**config.mk**
```make
export PLATFORM = sky130hd
export DESIGN_NAME = quoted_token_splitter_top
export DESIGN_NICKNAME = d
export VERILOG_FILES = /design/src/rtl/qts_pkg.sv /design/src/rtl/qts_front.sv /design/src/rtl/qts_queue.sv /design/src/rtl/qts_back.sv /design/src/rtl/quoted_token_splitter_top.sv
export SDC_FILE = /design/constraint.sdc
export NUM_CORES = 1
export LEC_CHECK = 0
export BUFFER_PORTS_ARGS = -buffer_cell sky130_fd_sc_hd__buf_2
export CAP_MARGIN = 20
export CORE_MARGIN = 8
export CORE_UTILIZATION = 45
export CTS_CLUSTER_DIAMETER = 120
export CTS_CLUSTER_SIZE = 10
export DETAILED_ROUTE_END_ITERATION = 8
export PLACE_DENSITY = 0.65
export REMOVE_ABC_BUFFERS = 1
export SETUP_SLACK_MARGIN = 0.2
export SYNTH_ARGS = -nofsm -noshare
export SYNTH_HDL_FRONTEND = slang
export SYNTH_SLANG_ARGS = --single-unit
```
**constraint.sdc**
```tcl
create_clock -name clock -period 4.3 [get_ports clock]
set_clock_uncertainty 0.15 [all_clocks]
set_input_delay 0.215 -clock clock [delete_from_list [all_inputs] [get_ports clock]]
set_output_delay 0.215 -clock clock [all_outputs]
set_load 0.005 [all_outputs]
```
**src/rtl/qts_pkg.sv**
```systemverilog
// Package for the quoted token splitter.
// Holds character constants, register indexes and the queue entry type.
// No dependencies.
package qts_pkg;

   localparam int QueueDepthDefault = 4;

   localparam logic [7:0] SEP_RESET   = 8'h20;
   localparam logic [8:0] LIMIT_RESET = 9'h1FF;

   localparam logic CSR_SEPARATOR   = 1'b0;
   localparam logic CSR_SPLIT_LIMIT = 1'b1;

   localparam logic [7:0] CH_NUL    = 8'h00;
   localparam logic [7:0] CH_LF     = 8'h0A;
   localparam logic [7:0] CH_CR     = 8'h0D;
   localparam logic [7:0] CH_ESC    = 8'h1B;
   localparam logic [7:0] CH_QUOTE  = 8'h22;
   localparam logic [7:0] CH_BSLASH = 8'h5C;
   localparam logic [7:0] CH_LOW_N  = 8'h6E;
   localparam logic [7:0] CH_LOW_R  = 8'h72;
   localparam logic [7:0] CH_LOW_E  = 8'h65;

   // One queue entry: a first result, optionally followed by a second
   // result that always carries second_byte as a plain token byte.
   typedef struct packed {
      logic [7:0] token_byte;
      logic       byte_valid;
      logic       token_done;
      logic       text_done;
      logic       has_second;
      logic [7:0] second_byte;
   } entry_type;

endpackage

```
**src/rtl/qts_front.sv**
```systemverilog
// Front end of the quoted token splitter: config registers, parse state,
// classification of each request into a queue entry. Uses qts_pkg.
module qts_front
   import qts_pkg::*;
(
   input  logic       clock,
   input  logic       reset,
   input  logic       csr_write_enable,
   input  logic       csr_index,
   input  logic [8:0] csr_write_data,
   input  logic       req_valid,
   output logic       req_ready,
   input  logic [7:0] req_text_byte,
   input  logic       req_terminator,
   input  logic       q_full,
   output logic       q_push,
   output entry_type  q_push_data
);

   logic [7:0] separator_ff;
   logic [8:0] split_limit_ff;

   logic       inq_ff, inq_in;
   logic       esc_ff, esc_in;
   logic       seen_ff, seen_in;
   logic       has_ff, has_in;
   logic [7:0] count_ff, count_in;

   logic              accept;
   logic              emit;
   logic              active;
   logic signed [9:0] cnt_ext;
   logic signed [9:0] lim_m1;
   logic [7:0]        b;

   assign req_ready = !q_full;
   assign accept    = req_valid && req_ready;
   assign q_push    = accept && emit;
   assign b         = req_text_byte;

   assign cnt_ext = $signed({2'b00, count_ff});
   assign lim_m1  = $signed({split_limit_ff[8], split_limit_ff}) - 10'sd1;
   assign active  = split_limit_ff[8] || (cnt_ext < lim_m1);

   always_ff @(posedge clock) begin
      if (reset) begin
         separator_ff   <= SEP_RESET;
         split_limit_ff <= LIMIT_RESET;
      end else if (csr_write_enable) begin
         case (csr_index)
            CSR_SEPARATOR:   separator_ff   <= csr_write_data[7:0];
            CSR_SPLIT_LIMIT: split_limit_ff <= csr_write_data;
            default:         separator_ff   <= separator_ff;
         endcase
      end
   end

   always_comb begin
      inq_in      = inq_ff;
      esc_in      = esc_ff;
      seen_in     = seen_ff;
      has_in      = has_ff;
      count_in    = count_ff;
      emit        = 1'b0;
      q_push_data = '0;

      if (req_terminator) begin
         emit                   = 1'b1;
         q_push_data.text_done  = 1'b1;
         if (esc_ff) begin
            q_push_data.token_byte = CH_BSLASH;
            q_push_data.byte_valid = 1'b1;
            q_push_data.token_done = 1'b1;
         end else if (has_ff || seen_ff) begin
            q_push_data.token_done = 1'b1;
         end
         inq_in   = 1'b0;
         esc_in   = 1'b0;
         seen_in  = 1'b0;
         has_in   = 1'b0;
         count_in = '0;
      end else if (esc_ff) begin
         emit                   = 1'b1;
         esc_in                 = 1'b0;
         has_in                 = 1'b1;
         q_push_data.byte_valid = 1'b1;
         case (b)
            CH_LOW_N:  q_push_data.token_byte = CH_LF;
            CH_LOW_R:  q_push_data.token_byte = CH_CR;
            CH_LOW_E:  q_push_data.token_byte = CH_ESC;
            CH_QUOTE:  q_push_data.token_byte = CH_QUOTE;
            CH_BSLASH: q_push_data.token_byte = CH_BSLASH;
            default: begin
               // unknown escape: backslash, then the byte as is
               q_push_data.token_byte  = CH_BSLASH;
               q_push_data.has_second  = 1'b1;
               q_push_data.second_byte = b;
            end
         endcase
      end else if (inq_ff && b == CH_BSLASH) begin
         esc_in = 1'b1;
      end else if (b == CH_QUOTE && active) begin
         inq_in = !inq_ff;
         if (inq_ff) begin
            seen_in = 1'b1;
         end
      end else if ((!inq_ff && b == separator_ff) || b == CH_NUL) begin
         if (active || b == CH_NUL) begin
            if (has_ff || seen_ff) begin
               emit                   = 1'b1;
               q_push_data.token_done = 1'b1;
               seen_in                = 1'b0;
               has_in                 = 1'b0;
               if (count_ff != 8'hFF) begin
                  count_in = count_ff + 8'd1;
               end
            end
         end else begin
            emit                   = 1'b1;
            has_in                 = 1'b1;
            q_push_data.token_byte = separator_ff;
            q_push_data.byte_valid = 1'b1;
         end
      end else begin
         emit                   = 1'b1;
         has_in                 = 1'b1;
         q_push_data.token_byte = b;
         q_push_data.byte_valid = 1'b1;
      end
   end

   always_ff @(posedge clock) begin
      if (reset) begin
         inq_ff   <= 1'b0;
         esc_ff   <= 1'b0;
         seen_ff  <= 1'b0;
         has_ff   <= 1'b0;
         count_ff <= '0;
      end else if (accept) begin
         inq_ff   <= inq_in;
         esc_ff   <= esc_in;
         seen_ff  <= seen_in;
         has_ff   <= has_in;
         count_ff <= count_in;
      end
   end

endmodule

```
**src/rtl/qts_queue.sv**
```systemverilog
// Short queue of entries between front and back of the token splitter.
// Register array with wrapping pointers. Uses qts_pkg.
module qts_queue
   import qts_pkg::*;
#(
   parameter int DEPTH = QueueDepthDefault
) (
   input  logic      clock,
   input  logic      reset,
   input  logic      push,
   input  entry_type push_data,
   output logic      full,
   input  logic      pop,
   output entry_type pop_data,
   output logic      empty
);

   localparam int PtrW = (DEPTH > 1) ? $clog2(DEPTH) : 1;
   localparam int CntW = $clog2(DEPTH + 1);
   localparam logic [PtrW-1:0] LastIdx = PtrW'(DEPTH - 1);
   localparam logic [CntW-1:0] FullCnt = CntW'(DEPTH);

   entry_type     mem [DEPTH];
   logic [PtrW-1:0] wr_ptr_ff, rd_ptr_ff;
   logic [CntW-1:0] count_ff;

   assign full     = (count_ff == FullCnt);
   assign empty    = (count_ff == '0);
   assign pop_data = mem[rd_ptr_ff];

   always_ff @(posedge clock) begin
      if (push) begin
         mem[wr_ptr_ff] <= push_data;
      end
   end

   always_ff @(posedge clock) begin
      if (reset) begin
         wr_ptr_ff <= '0;
         rd_ptr_ff <= '0;
         count_ff  <= '0;
      end else begin
         if (push) begin
            wr_ptr_ff <= (wr_ptr_ff == LastIdx) ? '0 : wr_ptr_ff + 1'b1;
         end
         if (pop) begin
            rd_ptr_ff <= (rd_ptr_ff == LastIdx) ? '0 : rd_ptr_ff + 1'b1;
         end
         case ({push, pop})
            2'b10:   count_ff <= count_ff + 1'b1;
            2'b01:   count_ff <= count_ff - 1'b1;
            default: count_ff <= count_ff;
         endcase
      end
   end

endmodule

```
**src/rtl/qts_back.sv**
```systemverilog
// Back end of the token splitter: unpacks queue entries into one or two
// responses and holds them in the output register. Uses qts_pkg.
module qts_back
   import qts_pkg::*;
(
   input  logic       clock,
   input  logic       reset,
   input  logic       q_empty,
   input  entry_type  q_pop_data,
   output logic       q_pop,
   output logic       rsp_valid,
   input  logic       rsp_ready,
   output logic [7:0] rsp_token_byte,
   output logic       rsp_byte_valid,
   output logic       rsp_token_done,
   output logic       rsp_text_done,
   output logic       sec_pending
);

   logic       valid_ff, valid_in;
   logic       sec_ff, sec_in;
   logic [7:0] sec_byte_ff, sec_byte_in;
   logic [7:0] byte_ff, byte_in;
   logic       bv_ff, bv_in;
   logic       td_ff, td_in;
   logic       xd_ff, xd_in;
   logic       out_free;

   assign out_free = !valid_ff || rsp_ready;
   assign q_pop    = !q_empty && !sec_ff && out_free;

   always_comb begin
      valid_in    = valid_ff;
      sec_in      = sec_ff;
      sec_byte_in = sec_byte_ff;
      byte_in     = byte_ff;
      bv_in       = bv_ff;
      td_in       = td_ff;
      xd_in       = xd_ff;
      if (q_pop) begin
         valid_in    = 1'b1;
         byte_in     = q_pop_data.token_byte;
         bv_in       = q_pop_data.byte_valid;
         td_in       = q_pop_data.token_done;
         xd_in       = q_pop_data.text_done;
         sec_in      = q_pop_data.has_second;
         sec_byte_in = q_pop_data.second_byte;
      end else if (valid_ff && rsp_ready) begin
         if (sec_ff) begin
            byte_in = sec_byte_ff;
            bv_in   = 1'b1;
            td_in   = 1'b0;
            xd_in   = 1'b0;
            sec_in  = 1'b0;
         end else begin
            valid_in = 1'b0;
         end
      end
   end

   always_ff @(posedge clock) begin
      if (reset) begin
         valid_ff <= 1'b0;
         sec_ff   <= 1'b0;
      end else begin
         valid_ff <= valid_in;
         sec_ff   <= sec_in;
      end
   end

   always_ff @(posedge clock) begin
      sec_byte_ff <= sec_byte_in;
      byte_ff     <= byte_in;
      bv_ff       <= bv_in;
      td_ff       <= td_in;
      xd_ff       <= xd_in;
   end

   assign rsp_valid      = valid_ff;
   assign rsp_token_byte = byte_ff;
   assign rsp_byte_valid = bv_ff;
   assign rsp_token_done = td_ff;
   assign rsp_text_done  = xd_ff;
   assign sec_pending    = sec_ff;

endmodule

```
**src/rtl/quoted_token_splitter_top.sv**
```systemverilog
// Quoted token splitter: one request per cycle while the queue has room;
// responses pass the queue, then the output register, two for an unmapped
// escape. The single output register sets throughput: one response per cycle
// while rsp_ready is high. Synchronous active-high reset clears parse state,
// queue, output valid; separator returns to space, split limit to unlimited.
module quoted_token_splitter_top
   import qts_pkg::*;
#(
   parameter int QUEUE_DEPTH = QueueDepthDefault
) (
   input  logic       clock,
   input  logic       reset,
   input  logic       csr_write_enable,
   input  logic       csr_index,
   input  logic [8:0] csr_write_data,
   input  logic       req_valid,
   output logic       req_ready,
   input  logic [7:0] req_text_byte,
   input  logic       req_terminator,
   output logic       rsp_valid,
   input  logic       rsp_ready,
   output logic [7:0] rsp_token_byte,
   output logic       rsp_byte_valid,
   output logic       rsp_token_done,
   output logic       rsp_text_done
);

   logic      q_push, q_full, q_pop, q_empty;
   entry_type q_push_data, q_pop_data;
   logic      sec_pending;

   qts_front u_front (
      .clock            (clock),
      .reset            (reset),
      .csr_write_enable (csr_write_enable),
      .csr_index        (csr_index),
      .csr_write_data   (csr_write_data),
      .req_valid        (req_valid),
      .req_ready        (req_ready),
      .req_text_byte    (req_text_byte),
      .req_terminator   (req_terminator),
      .q_full           (q_full),
      .q_push           (q_push),
      .q_push_data      (q_push_data)
   );

   qts_queue #(
      .DEPTH (QUEUE_DEPTH)
   ) u_queue (
      .clock     (clock),
      .reset     (reset),
      .push      (q_push),
      .push_data (q_push_data),
      .full      (q_full),
      .pop       (q_pop),
      .pop_data  (q_pop_data),
      .empty     (q_empty)
   );

   qts_back u_back (
      .clock          (clock),
      .reset          (reset),
      .q_empty        (q_empty),
      .q_pop_data     (q_pop_data),
      .q_pop          (q_pop),
      .rsp_valid      (rsp_valid),
      .rsp_ready      (rsp_ready),
      .rsp_token_byte (rsp_token_byte),
      .rsp_byte_valid (rsp_byte_valid),
      .rsp_token_done (rsp_token_done),
      .rsp_text_done  (rsp_text_done),
      .sec_pending    (sec_pending)
   );

`ifndef SYNTH
   // a response without a byte must close a token or the text
   a_empty_rsp_closes: assert property (@(posedge clock) disable iff (reset)
      rsp_valid && !rsp_byte_valid |->
         rsp_token_byte == 8'h00 && (rsp_token_done || rsp_text_done))
      else $error("byteless response closes nothing");

   // while the escaped byte waits, the backslash is on the output
   a_second_behind_bslash: assert property (@(posedge clock) disable iff (reset)
      sec_pending |-> rsp_valid && rsp_byte_valid && !rsp_token_done &&
         rsp_token_byte == CH_BSLASH)
      else $error("pending second byte without backslash in front");

   // draining the last response with nothing queued leaves the output idle
   a_drain_idle: assert property (@(posedge clock) disable iff (reset)
      rsp_valid && rsp_ready && q_empty && !sec_pending |=> !rsp_valid)
      else $error("response appeared from an empty queue");
`endif

endmodule

```
### Word level (Yosys, flattened, before mapping)

Memories as Yosys holds them, arrays and structs flattened. A register that Yosys moved wholly into a read port is not among the register bits.
Index checks and enable logic that the tools add are counted.
W data, S select, Z words.

* bits in registers: 57
* memory bits (writable): 80
* input bits: 24
* logic and storage cells: 160
* memories kept: 1

* add/subtract/negate cells: 6
* magnitude comparators: 1
* equality and inequality tests: 20
* mux-type cells: 74
* bitwise operators: 1
* reduce and logical (&&, ||, !) cells: 40

Memories
* u_queue.mem: words 4, bits a word 20, read ports 1, clocked after memory_dff 1, wr ports 1, RTL line qts_queue.sv:23 `entry_type mem [DEPTH];`

Operators with widths (count)
* $mux W8: 12
* $mux W9: 6
* $mux W1: 47
* $eq A8 B7 Y1 const B: 4
* $mux W10: 3
* $pmux W7 S4: 1
* $reduce_bool A2 Y1: 8
* $lt A9 B10 Y1: 1
* $sub A9 B2 Y10 const B: 1
* $ne A3 B2 Y1 const B: 3
* $reduce_bool A3 Y1: 3
* $add A8 B1 Y8 const B: 1
* $eq A8 B6 Y1 const B: 1
* $eq A8 B8 Y1: 1
* $logic_and A1 B1 Y1: 8
* $logic_not A8 Y1: 1
* $mux W2: 4
* $ne A2 B2 Y1 const B: 4
* $ne A8 B8 Y1 const B: 1
* $reduce_and A2 Y1: 4
* $reduce_and A4 Y1: 2
* $reduce_and A8 Y1: 1
* $reduce_and A7 Y1: 1
* $eq A2 B2 Y1 const B: 3
* 12 further kinds: 21

### Longest topological paths before layout

Gate-level depths: netlist (run 1).

* word-level depth: 13
* depth in mapped cells: 18

### By module

From an unflattened synthesis (run 1), not the netlist that was laid out.

* cell total of the unflattened synthesis: 470
* area total of the unflattened synthesis: 6273.5 um^2

Modules (own cells, without submodules)
* qts_queue: times used 1, cells an instance 152, area an instance 3333.2 um^2, sequential area each 2582.5 um^2
* qts_front: times used 1, cells an instance 273, area an instance 2107.0 um^2, sequential area each 580.6 um^2
* qts_back: times used 1, cells an instance 45, area an instance 833.3 um^2, sequential area each 610.6 um^2

### Worst setup path after synthesis (run 1)

No wires, ideal clock.

* path kind: reg2reg
* from: register u_front.split_limit_ff[0]
* to: register u_queue.count_ff[2]
* setup time: 70 ps
* data arrival time: 3809 ps
* data required time: 4080 ps
* path slack: 271 ps
* stages on the path, launching flop included: 16
* path through: dfxtp_1 -> or4_4 -> nor4_4 -> xnor2_1 -> ha_1 -> a221oi_2 -> a21oi_1 -> o211ai_1 -> a31oi_2 -> inv_1 -> ha_1 -> inv_1 -> fa_1 -> xor2_1 -> or3_1 -> a21oi_1

* longest elaborated chain between the ends: 13

Ends and longest elaborated chain
* start, declared: RTL line qts_front.sv:21 `logic [8:0] split_limit_ff;`
* start signal, assigned: RTL line qts_front.sv:52 `CSR_SPLIT_LIMIT: split_limit_ff <= csr_write_data;`
* $sub A9 B2 Y10 (*): RTL line qts_front.sv:42 `assign lim_m1 = $signed({split_limit_ff[8], split_limit_ff}) - 10'sd1;`
* $lt A9 B10 Y1 (*): RTL line qts_front.sv:43 `assign active = split_limit_ff[8] || (cnt_ext < lim_m1);`
* $logic_or A1 B1 Y1 (*): RTL line qts_front.sv:43
* $logic_or A1 B1 Y1: RTL line qts_front.sv:108 `if (active || b == CH_NUL) begin`
* $mux W1: RTL line qts_front.sv:108
* $mux W1: RTL line qts_front.sv:107 `end else if ((!inq_ff && b == separator_ff) || b == CH_NUL) begin`
* $mux W1 (*): RTL line qts_front.sv:102 `end else if (b == CH_QUOTE && active) begin`
* $mux W1 (*): RTL line qts_front.sv:100 `end else if (inq_ff && b == CH_BSLASH) begin`
* $mux W1 (*): RTL line qts_front.sv:82 `end else if (esc_ff) begin`
* $mux W1 (*): RTL line qts_front.sv:67 `if (req_terminator) begin`
* $logic_and A1 B1 Y1 (*): RTL line qts_front.sv:38 `assign q_push = accept && emit;`
* $eq A2 B1 Y1 or $eq A2 B2 Y1 (tied branches): RTL line qts_queue.sv:49 `case ({push, pop})`
* $pmux W3 S2 or $reduce_bool A2 Y1 (tied branches)
* end signal, assigned: RTL line qts_queue.sv:50 `2'b10: count_ff <= count_ff + 1'b1;`
* end signal, assigned: RTL line qts_queue.sv:51 `2'b01: count_ff <= count_ff - 1'b1;`
* end signal, assigned: RTL line qts_queue.sv:52 `default: count_ff <= count_ff;`
* end, declared: RTL line qts_queue.sv:25 `logic [CntW-1:0] count_ff;`

Every way passes the cells marked *; elsewhere a longest branch is shown, timed or not.
A chain may end at the register's enable or synchronous reset.

### Worst setup path in the final report (run 1)

Same ends and word-level chain as after synthesis.

==> impl_metrics.csv, run 1 <==
group,metric,value,unit
status,outcome,"completed",
pwr,power.share.sequential,43.6,%
synthesis,synthArstFlopShare,0,%
worst_hold_path,worstHoldPathType,"in2reg",
placement,gp_congestion,0.853,
clocking,clk_pin_slew,0.06,ns
worst_setup_path,worstPathArrival,4.20,ns
synthesis,ys_warn_count,0,
placement,dp_hpwl,8870,um
synthesis,yosysTopAreaCell,"edfxtp_1",
worst_setup_path,slowest_stage,"or4_4",
sta,slew_viol_final,0,
placement,place_area,6630,um2
synthesis,ys.flop_type,"edfxtp_1",
layout,nets,587,
run,cap_violations,0,
worst_setup_path,reg2reg_depth,15,
floorplan,num_rows,43,
worst_setup_path,critPathLaunchType,"flip-flop",
clocking,insertion_delay,0.42,ns
detailed_routing,via_count,4062,
synthesis,synth.area.top_cells,"edfxtp_1 48%, dfxtp_1 13%, mux4_2 7.2%, ha_1 3.0%, nand2_1 2.6%",
synthesis,ys_seq_area_share,60.5,%
worst_setup_path,cp_num_buf_inv,2,
sta,rsz0062_at_grt,"true",
floorplan,dieWidth,134,um
detailed_routing,dr.pass1.iters,5,
worst_setup_path,crit_chain,"or4_4, nor4_4, xnor2_1, ha_1, a221oi_4, a21oi_2, o211ai_1, a31oi_4, inv_2, ha_4, inv_2, fa_2, xor2_2, or3_1, a21oi_1",
clocking,root_buffer,"clkbuf_16",
worst_setup_path,rr_startpoint,"u_front.split_limit_ff[0]",
pwr,p_sw,1.06,mW
floorplan,die-area,17900,um2
worst_setup_path,cp.required,4.49,ns
clocking,cts_inserted_buffers,17,
placement,placement.io_buffers,36,
pwr,pwr-share-comb,20.3,%
pwr,p_sw_share,25.1,%
layout,layout-drive-gt1-share,23.1,%
synthesis,synth.top_cell.area_share,47.7,%
clocking,htreeDepth,4,
worst_setup_path,rrSetupSlack,0.30,ns
layout,diodes,0,
pwr,p_int,3.18,mW
detailed_routing,wl_per_cell,17.7,um
worst_setup_path,cp_top_family,"simple AND/OR/NAND/NOR gates",
clocking,clock_sinks,139,
sta,finalSetupTns,0,ns
sta,slew_headroom,31.1,%
floorplan,core-area,13700,um2
layout,multi_input_area,2400,um2
synthesis,ys_types,54,
layout,final.fill_count,1143,
worst_setup_path,cpMostUsedCell,"inv_2",
global_routing,antenna_found_initial,0,
layout,final_common_cell,"edfxtp_1",
sta,fmax,0.250,GHz
worst_hold_path,hold_path_startpoint,"csr_write_enable",
global_routing,grt-ovfl-total,0,
pwr,leakage,2.71,nW
sta,layout_min_cycle_time,4.00,ns
global_routing,grt_first_pass_wirelength,21300,um
worst_setup_path,critPathKind,"reg2reg",
layout,design_area,7480,um2
detailed_routing,wirelength,13000,um
pwr,pwr-share-clk,36.1,%
worst_setup_path,r2r-end,"u_queue.count_ff[2]",
sta,tightest_slew,1.03,ns
sta,final-hold-violation-count,0,
placement,placed_cells,689,
sta,period_share,93.1,%
synthesis,avgSynthCellArea,12.9,um2
layout,fin_cells,739,
floorplan,initial_core_util,45.4,%
floorplan,dieHeight,134,um
worst_setup_path,crit_fanout,5,
clocking,clk_path_buf_depth,2,
detailed_routing,drc_errors,0,
pwr,cellPowerDensity,568,nW/um2
sta,finalSetupViolCount,0,
worst_hold_path,holdPathStages,3,
detailed_routing,via_per_inst,5.50,
detailed_routing,drt_iter0_drc,242,
worst_setup_path,cpPeakStageDelay,0.58,ns
global_routing,grt_max_degree,25,
floorplan,ios,37,
layout,area_delta_synth_final,20.0,%
layout,mostFrequentLayoutCells,"99 x edfxtp_1, 43 x nand2_1, 39 x dfxtp_1",
synthesis,syn_inst,485,
worst_hold_path,min_to,"u_front.split_limit_ff[3]",
synthesis,synth_edf_count,99,
synthesis,synthesis.area,6230,um2
synthesis,synth-seq-cells,139,
global_routing,grt_pass1_vias,4159,
pwr,vdd.ir_drop.worst,0.000262,V
clocking,cts_tree,"built",
layout,regArea,3780,um2
worst_setup_path,end_kind,"flip-flop",
detailed_routing,ant_nets,0,
global_routing,grt_usage,15.4,%
-- final cells by class --
class | count | area share (%)
tap | 180 | 3.01
multi-input combinational | 311 | 32.1
timing repair buffer | 63 | 5.50
inverter | 15 | 0.752
clock inverter | 9 | 2.27
sequential | 139 | 50.5
clock buffer | 22 | 5.93
-- synth_stat cells, types with 3 or more instances --
library cell   n
a211oi_1       3
a21oi_1       28
a31oi_1        6
and2_1        18
clkbuf_1      17
dfxtp_1       40
edfxtp_1      99
ha_1          15
inv_1         15
mux2_2         9
mux2i_1        7
mux4_2        20
nand2_1       43
nand3_1       28
nand4_1        3
nor2_1        31
nor2b_1        7
nor3_1         6
nor4_1         3
o211ai_1       3
o21a_1         4
o21ai_0       15
or3_1          7
or4_1          4
xnor2_1       12
xor2_1         4
-- power groups by stage --
stage          clock network [mW]  logic, mW  registers, mW
3_5_place_dp                    0      0.834           1.89
2_1_floorplan                   0      0.526           1.87
6_report                     1.53      0.862           1.85
3_3_place_gp                    0      0.815           1.88
4_1_cts                      1.56      0.851           1.86
5_1_grt                      1.62      0.948           1.89
-- metal layers --
layer	up-vias	wire, um	GRT usage [%]
li1	1951	-	-
met1	1995	5780	18.3
met2	94	6290	25.0
met3	22	678	5.05
met4	0	301	6.99
met5	-	0	0
-- worst max path at each step --
| stage | start | slack, ns | depth (start not counted) | end |
|---|---|---|---|---|
| after global placement | u_front.split_limit_ff[0] | 0.21 | 15 | u_queue.count_ff[2] |
| final | u_front.split_limit_ff[0] | 0.30 | 15 | u_queue.count_ff[2] |
| after detailed placement | u_front.split_limit_ff[0] | 0.05 | 15 | u_queue.count_ff[2] |
| after global routing | u_front.split_limit_ff[0] | 0.11 | 16 | u_queue.count_ff[2] |
| after floorplan | u_front.split_limit_ff[0] | 0.27 | 15 | u_queue.count_ff[2] |
| after CTS | u_front.split_limit_ff[1] | 0.22 | 16 | u_queue.count_ff[2] |
-- flip-flops by register name, summed over array words and instances, names as in the netlist, named ones only --
name                    cells
u_front.has_ff              1
u_back.rsp_valid            1
u_back.rsp_byte_valid       1
u_queue.count_ff            3
u_queue.rd_ptr_ff           2
u_queue.mem                80
u_front.seen_ff             1
u_back.sec_pending          1
u_back.rsp_token_byte       8
u_front.separator_ff        8
u_front.inq_ff              1
u_back.sec_byte_ff          8
u_back.rsp_token_done       1
u_front.count_ff            8
u_front.split_limit_ff      9
u_queue.wr_ptr_ff           2
u_front.esc_ff              1
u_back.rsp_text_done        1
-- per-stage QoR --
| step | hold WS, ns | utilization (%) | setup WS, ns | power [mW] |
|---|---|---|---|---|
| final | 0.0309 | 54.6 | 0.297 | 4.25 |
| after global routing | 0.0345 | 54.6 | 0.109 | 4.45 |
| after global placement | 0.297 | 48.3 | 0.209 | 2.69 |
| after detailed placement | 0.305 | 48.3 | 0.0499 | 2.72 |
| after floorplan | 0.134 | - | 0.267 | 2.40 |
| after CTS | 0.00903 | 53.9 | 0.220 | 4.27 |
-- kinds of logic after synthesis --
logic type | count (synthesis) | share of synthesized area [%]
XOR/XNOR | 16 | 2.25
AO/OA/AOI/OAI | 76 | 7.87
multiplexers | 36 | 9.97
adder cells (fa/ha/maj) | 16 | 3.33
buffers and inverters | 35 | 2.15
AND/OR/NAND/NOR | 167 | 13.9
flip-flops | 139 | 60.5
-- worst register-to-register path: stages, from the launching register on --
cell and delay (ns):
dfxtp_4 0.35, or4_4 0.58, nor4_4 0.19, xnor2_1 0.11
ha_1 0.35, a221oi_4 0.34, a21oi_2 0.13, o211ai_1 0.33
a31oi_4 0.14, inv_2 0.09, ha_4 0.14, inv_2 0.04
fa_2 0.35, xor2_2 0.16, or3_1 0.35, a21oi_1 0.13
-- timing repair --
item,in CTS,in global routing
pin swaps,5,13
setup buffers,3,6
gates resized for setup,5,11
gates cloned,0,0
hold buffers,10,0
endpoints found under the setup margin,1,78
endpoints found under the hold margin,18,0
No activity file was read; power rests on OpenSTA's default activity.
==> run 2: changes to the inputs <==
Settings changed: PLACE_DENSITY 0.65 to 0.63.
Clock period 4.3 ns to 4.2 ns, I/O delays scaled along.
==> run 2 against run 1 <==
Net effect:
- via count decreased by 0.22%
- non-clock buffer count increased by 2
- clock power decreased by 6%
- worst hold slack got worse by 0.011 ns
- power decreased by 0.33%
- critical path depth increased by 1
- combinational power increased by 4.8%
- sequential share of layout area decreased by 0.25 points
- first-iteration DRC count decreased by 0.83%
- core utilization increased by 0.27 points
==> impl_metrics.csv, run 2 (synthesis gave the netlist of run 1 again) <==
group,metric,value,unit
sta,slew_viol_final,0,
layout,area_delta_synth_final,20.7,%
run,cap_violations,0,
layout,top_regs,"u_queue.mem: 80 flops, u_front.split_limit_ff: 9 flops",
global_routing,grt_usage,15.2,%
placement,post-place-ws,0.0909,ns
placement,gp_congestion,0.837,
pwr,pwr-share-comb,21.3,%
sta,rsz0062_at_grt,"true",
pwr,p_sw,1.13,mW
worst_setup_path,crit_chain,"or4_4, nor4_4, xnor2_1, ha_1, o211ai_1, a31o_2, a31o_4, or3_4, a31oi_4, inv_2, ha_4, inv_2, fa_2, xor2_1, or3_1, a21oi_2",
floorplan,dieWidth,134,um
placement,place_area,6700,um2
worst_setup_path,cp_top_family,"simple AND/OR/NAND/NOR gates",
clocking,cts_tree,"built",
layout,fin_cells,742,
layout,largest_reg_flops,80,
sta,slew_headroom,32.5,%
layout,regArea,3780,um2
worst_hold_path,worstHoldPathType,"in2reg",
pwr,p_sw_share,26.7,%
global_routing,antenna_found_initial,0,
floorplan,die-area,17900,um2
layout,regMostFlops,"u_queue.mem",
layout,diodes,0,
worst_setup_path,cp_num_buf_inv,2,
pwr,pwr-share-clk,34.1,%
worst_setup_path,rr_startpoint,"u_front.split_limit_ff[1]",
global_routing,grt_max_degree,25,
worst_setup_path,worstPathArrival,4.20,ns
clocking,clk_path_buf_depth,2,
global_routing,grt-ovfl-total,0,
layout,final_common_cell,"edfxtp_1",
sta,period_share,95.4,%
floorplan,core-area,13700,um2
clocking,cts_inserted_buffers,17,
detailed_routing,wirelength,13000,um
layout,mostFrequentLayoutCells,"99 x edfxtp_1, 43 x nand2_1, 37 x dfxtp_1",
worst_hold_path,min_to,"u_front.split_limit_ff[3]",
detailed_routing,via_per_inst,5.46,
worst_setup_path,reg2reg_depth,16,
worst_setup_path,cp.required,4.40,ns
worst_setup_path,cpMostUsedCell,"inv_2",
pwr,leakage,2.72,nW
sta,finalSetupTns,0,ns
worst_setup_path,critPathLaunchType,"flip-flop",
worst_hold_path,holdPathStages,3,
detailed_routing,dr.pass1.iters,6,
floorplan,ios,37,
floorplan,num_rows,43,
worst_hold_path,hold_path_startpoint,"csr_index",
clocking,clk_pin_slew,0.06,ns
sta,tightest_slew,1.01,ns
layout,multi_input_area,2420,um2
worst_setup_path,end_kind,"flip-flop",
sta,final-hold-violation-count,0,
clocking,clock_sinks,139,
pwr,p_int,3.10,mW
detailed_routing,via_count,4053,
layout,design_area,7520,um2
worst_setup_path,r2r-end,"u_queue.count_ff[2]",
pwr,power.share.sequential,44.6,%
global_routing,grt_first_pass_wirelength,20900,um
detailed_routing,wl_per_cell,17.5,um
worst_setup_path,crit_cells,16,
status,outcome,"completed",
clocking,insertion_delay,0.41,ns
placement,placement.io_buffers,36,
sta,fin_ws,0.192,ns
worst_setup_path,crit_fanout,3,
sta,layout_min_cycle_time,4.01,ns
floorplan,dieHeight,134,um
layout,final.fill_count,1133,
placement,placed_cells,691,
global_routing,grt_pass1_vias,4102,
clocking,root_buffer,"clkbuf_16",
pwr,vdd.ir_drop.worst,0.000265,V
worst_setup_path,rrSetupSlack,0.19,ns
detailed_routing,ant_nets,0,
layout,nets,589,
sta,finalSetupViolCount,0,
worst_setup_path,critPathKind,"reg2reg",
layout,layout-drive-gt1-share,25.4,%
worst_setup_path,cpPeakStageDelay,0.56,ns
detailed_routing,drc_errors,0,
floorplan,initial_core_util,45.4,%
detailed_routing,drt_iter0_drc,240,
pwr,cellPowerDensity,563,nW/um2
clocking,htreeDepth,4,
placement,dp_hpwl,8630,um
worst_setup_path,slowest_stage,"or4_4",
sta,fmax,0.250,GHz
[run 2: cell types whose count changed in the layout (fill, tap and decap cells not counted), sizes merged]
cell and delta:
clkinvlp +3, buf +2, bufinv -3, clkinv +1, inv +4, clkbuf -4
[run 2: power groups by stage]
stage | Sequential (mW) | Clock, mW | Combinational [mW]
6_report | 1.89 | 1.44 | 0.903
5_1_grt | 1.92 | 1.53 | 0.986
4_1_cts | 1.90 | 1.47 | 0.897
3_5_place_dp | 1.92 | 0 | 0.878
3_3_place_gp | 1.91 | 0 | 0.862
2_1_floorplan | 1.92 | 0 | 0.538
[run 2: cell type report]
class / instances / share of cell area (%)
tap: 180 / 2.99
inverter: 15 / 0.749
clock inverter: 14 / 1.91
multi-input combinational: 311 / 32.1
timing repair buffer: 65 / 6.29
sequential: 139 / 50.2
clock buffer: 18 / 5.71
[run 2: timing repair]
action	4_1_cts	5_1_grt
endpoints found under the setup margin	2	18
setup buffers	3	5
hold endpoints to repair	18	0
hold buffers	10	0
pin swaps	8	12
gates resized for setup	5	15
[run 2: per-stage QoR]
stage / power, mW / utilization, % / hold WS, ns
finish: 4.24 / 54.8 / 0.0199
global route: 4.44 / 54.8 / 0.0399
CTS: 4.26 / 54.0 / 0.0103
detailed placement: 2.80 / 48.8 / 0.301
global placement: 2.78 / 48.8 / 0.298
floorplan: 2.46 / - / 0.129
[run 2: how the worst max path moves through the flow]
stage | start | to | slack [ns]
global route | u_front.split_limit_ff[1] | u_queue.count_ff[2] | 0.0001
detailed placement | u_front.split_limit_ff[0] | u_queue.count_ff[2] | 0.09
finish | u_front.split_limit_ff[1] | u_queue.count_ff[2] | 0.19
CTS | u_front.split_limit_ff[3] | u_queue.count_ff[2] | 0.22
floorplan | u_front.split_limit_ff[0] | u_queue.count_ff[2] | 0.17
global placement | u_front.split_limit_ff[0] | u_queue.count_ff[2] | 0.19
[run 2: worst register-to-register path: cells and delay by family, from the launching register on]
kind / cells / cell delay, ns
compound gates: 5 / 0.95
xor+xnor: 2 / 0.18
fa+ha+maj: 3 / 0.70
buf+inv: 2 / 0.12
flops: 1 / 0.32
simple gates: 4 / 1.52
[run 2: layer usage]
| layer | up-vias | track usage [%] | routed length [um] |
|---|---|---|---|
| met5 | - | 0 | 0 |
| li1 | 1950 | - | - |
| met2 | 101 | 25.0 | 6460 |
| met3 | 23 | 3.88 | 585 |
| met4 | 0 | 7.30 | 235 |
| met1 | 1979 | 18.1 | 5690 |
==> run 3: changes to the inputs <==
Settings changed: CTS_BUF_LIST set to sky130_fd_sc_hd__clkbuf_8.
==> run 3 against run 2 <==
Net effect:
- clock power down 28%
- critical path type unchanged
- clock-buffer cell count down 1
- sequential power about the same
- setup slack worse by 0.029 ns
- maximum frequency down 0.73%
- highest routed layer unchanged
- cell area down 2.0%
- combinational power up 0.4%
- first-iteration DRC count up 30%
- critical endpoint unchanged
- final cell count up 0.54%
==> impl_metrics.csv, run 3 (synthesis gave the netlist of run 1 again) <==
group,metric,value,unit
worst_setup_path,crit_fanout,5,
worst_setup_path,worstPathArrival,4.26,ns
floorplan,core-area,13700,um2
detailed_routing,drc_errors,0,
sta,finalSetupViolCount,0,
pwr,total_power,3.84,mW
sta,slew_viol_final,0,
placement,placement.io_buffers,36,
status,outcome,"completed",
clocking,insertion_delay,0.44,ns
layout,largest_reg_flops,80,
floorplan,initial_core_util,45.4,%
worst_setup_path,critPathKind,"reg2reg",
global_routing,grt_max_degree,25,
floorplan,die-area,17900,um2
placement,gp_congestion,0.837,
clocking,clock_sinks,139,
global_routing,grt_usage,15.1,%
layout,utilization,53.8,%
worst_setup_path,end_kind,"flip-flop",
layout,layout-drive-gt1-share,24.7,%
sta,layout_min_cycle_time,4.04,ns
sta,fmax,0.248,GHz
clocking,cts_tree,"built",
sta,rsz0062_at_grt,"true",
run,cap_violations,0,
sta,period_share,96.1,%
placement,dp_hpwl,8630,um
clocking,htreeDepth,4,
clocking,clk_pin_slew,0.08,ns
sta,fin_ws,0.163,ns
detailed_routing,wirelength,13100,um
sta,finalSetupTns,0,ns
clocking,root_buffer,"clkbuf_8",
layout,nets,593,
layout,diodes,0,
layout,multi_input_area,2420,um2
layout,mostFrequentLayoutCells,"99 x edfxtp_1, 43 x nand2_1, 38 x dfxtp_1",
detailed_routing,dr.pass1.iters,4,
sta,tightest_slew,1.02,ns
floorplan,ios,37,
floorplan,num_rows,43,
layout,regArea,3780,um2
pwr,vdd.ir_drop.worst,0.000255,V
global_routing,antenna_found_initial,0,
pwr,cellPowerDensity,520,nW/um2
detailed_routing,via_per_inst,5.43,
worst_setup_path,critPathLaunchType,"flip-flop",
global_routing,grt-ovfl-total,0,
detailed_routing,drt_iter0_drc,313,
floorplan,dieHeight,134,um
layout,final.fill_count,1150,
sta,final-hold-violation-count,0,
placement,place_area,6700,um2
worst_setup_path,cp.required,4.42,ns
global_routing,grt_first_pass_wirelength,20900,um
sta,slew_headroom,31.9,%
global_routing,grt_pass1_vias,4084,
placement,post-place-ws,0.0909,ns
layout,area_delta_synth_final,18.3,%
clocking,clk_path_buf_depth,2,
layout,regMostFlops,"u_queue.mem",
clocking,cts_inserted_buffers,17,
floorplan,dieWidth,134,um
detailed_routing,ant_nets,0,
detailed_routing,via_count,4054,
layout,top_regs,"u_queue.mem: 80 flops, u_front.split_limit_ff: 9 flops",
pwr,leakage,2.64,nW
layout,design_area,7370,um2
layout,final_common_cell,"edfxtp_1",
detailed_routing,wl_per_cell,17.6,um
worst_hold_path,worstHoldPathType,"in2reg",
[run 3: cell count changes in the layout (fill, tap and decap cells not counted)]
| cell | before | now |
|---|---|---|
| buf_4 | 15 | 13 |
| clkbuf_1 | 1 | 0 |
| clkbuf_16 | 17 | 0 |
| clkbuf_8 | 0 | 17 |
| dfxtp_1 | 37 | 38 |
| dfxtp_2 | 3 | 2 |
| dlygate4sd3_1 | 10 | 16 |
| inv_1 | 13 | 14 |
[run 3: layout make-up]
cell class,count,area share [%]
clock buffer,17,3.17
timing repair buffer,69,7.02
clock inverter,15,2.00
tap,180,3.05
multi-input combinational,311,32.8
inverter,15,0.763
sequential,139,51.2
[run 3: layer usage]
metal  vias up  wire length, um  track usage, %  share of wire [%]
met5         -                0               0                  0
met4         0              169            5.24                1.3
met3        12              585            4.10                4.5
li1       1954                -               -                  -
met2        99             6550            25.6                 50
met1      1989             5790            18.1                 44
[run 3: metrics by stage]
step / hold slack, ns / std cells
after floorplan: 0.129 / 465
after CTS: 0.0356 / 742
final: 0.0499 / 746
after global placement: 0.298 / 691
after detailed placement: 0.301 / 691
after global routing: 0.0567 / 746
[run 3: final timing paths]
| check | from | end | slack (ns) | cells past startpoint |
|---|---|---|---|---|
| worst max-delay path | u_front.split_limit_ff[0] | u_queue.count_ff[2] | 0.16 | 16 |
| worst min-delay path | reset | u_queue.wr_ptr_ff[1] | 0.05 | 2 |
| worst max register to register | u_front.split_limit_ff[0] | u_queue.count_ff[2] | 0.16 | 16 |
| worst min register to register | u_front.separator_ff[3] | u_front.separator_ff[3] | 0.34 | 2 |
[run 3: worst max-delay path, cell delays in order (launching register included)]
cell      delay, ns
dfxtp_2        0.34
or4_4          0.57
nor4_4         0.20
xnor2_1        0.11
ha_1           0.35
o211ai_1       0.11
a31o_2         0.26
a31o_4         0.25
or3_4          0.39
a31oi_4        0.20
inv_2          0.07
ha_4           0.16
inv_2          0.05
fa_2           0.18
xor2_1         0.07
or3_1          0.37
a21oi_2        0.13
[run 3: what timing repair did]
action | 4_1_cts | 5_1_grt
setup endpoints to repair | 2 | 18
hold buffers | 16 | 0
pin swaps | 8 | 12
setup buffers | 3 | 3
hold endpoints to repair | 19 | 0
gates resized for setup | 5 | 14
[run 3: power breakdown]
group / switching, mW / internal, mW
clock: 0.516 / 0.526
combinational: 0.436 / 0.470
sequential: 0.129 / 1.76
total: 1.08 / 2.76
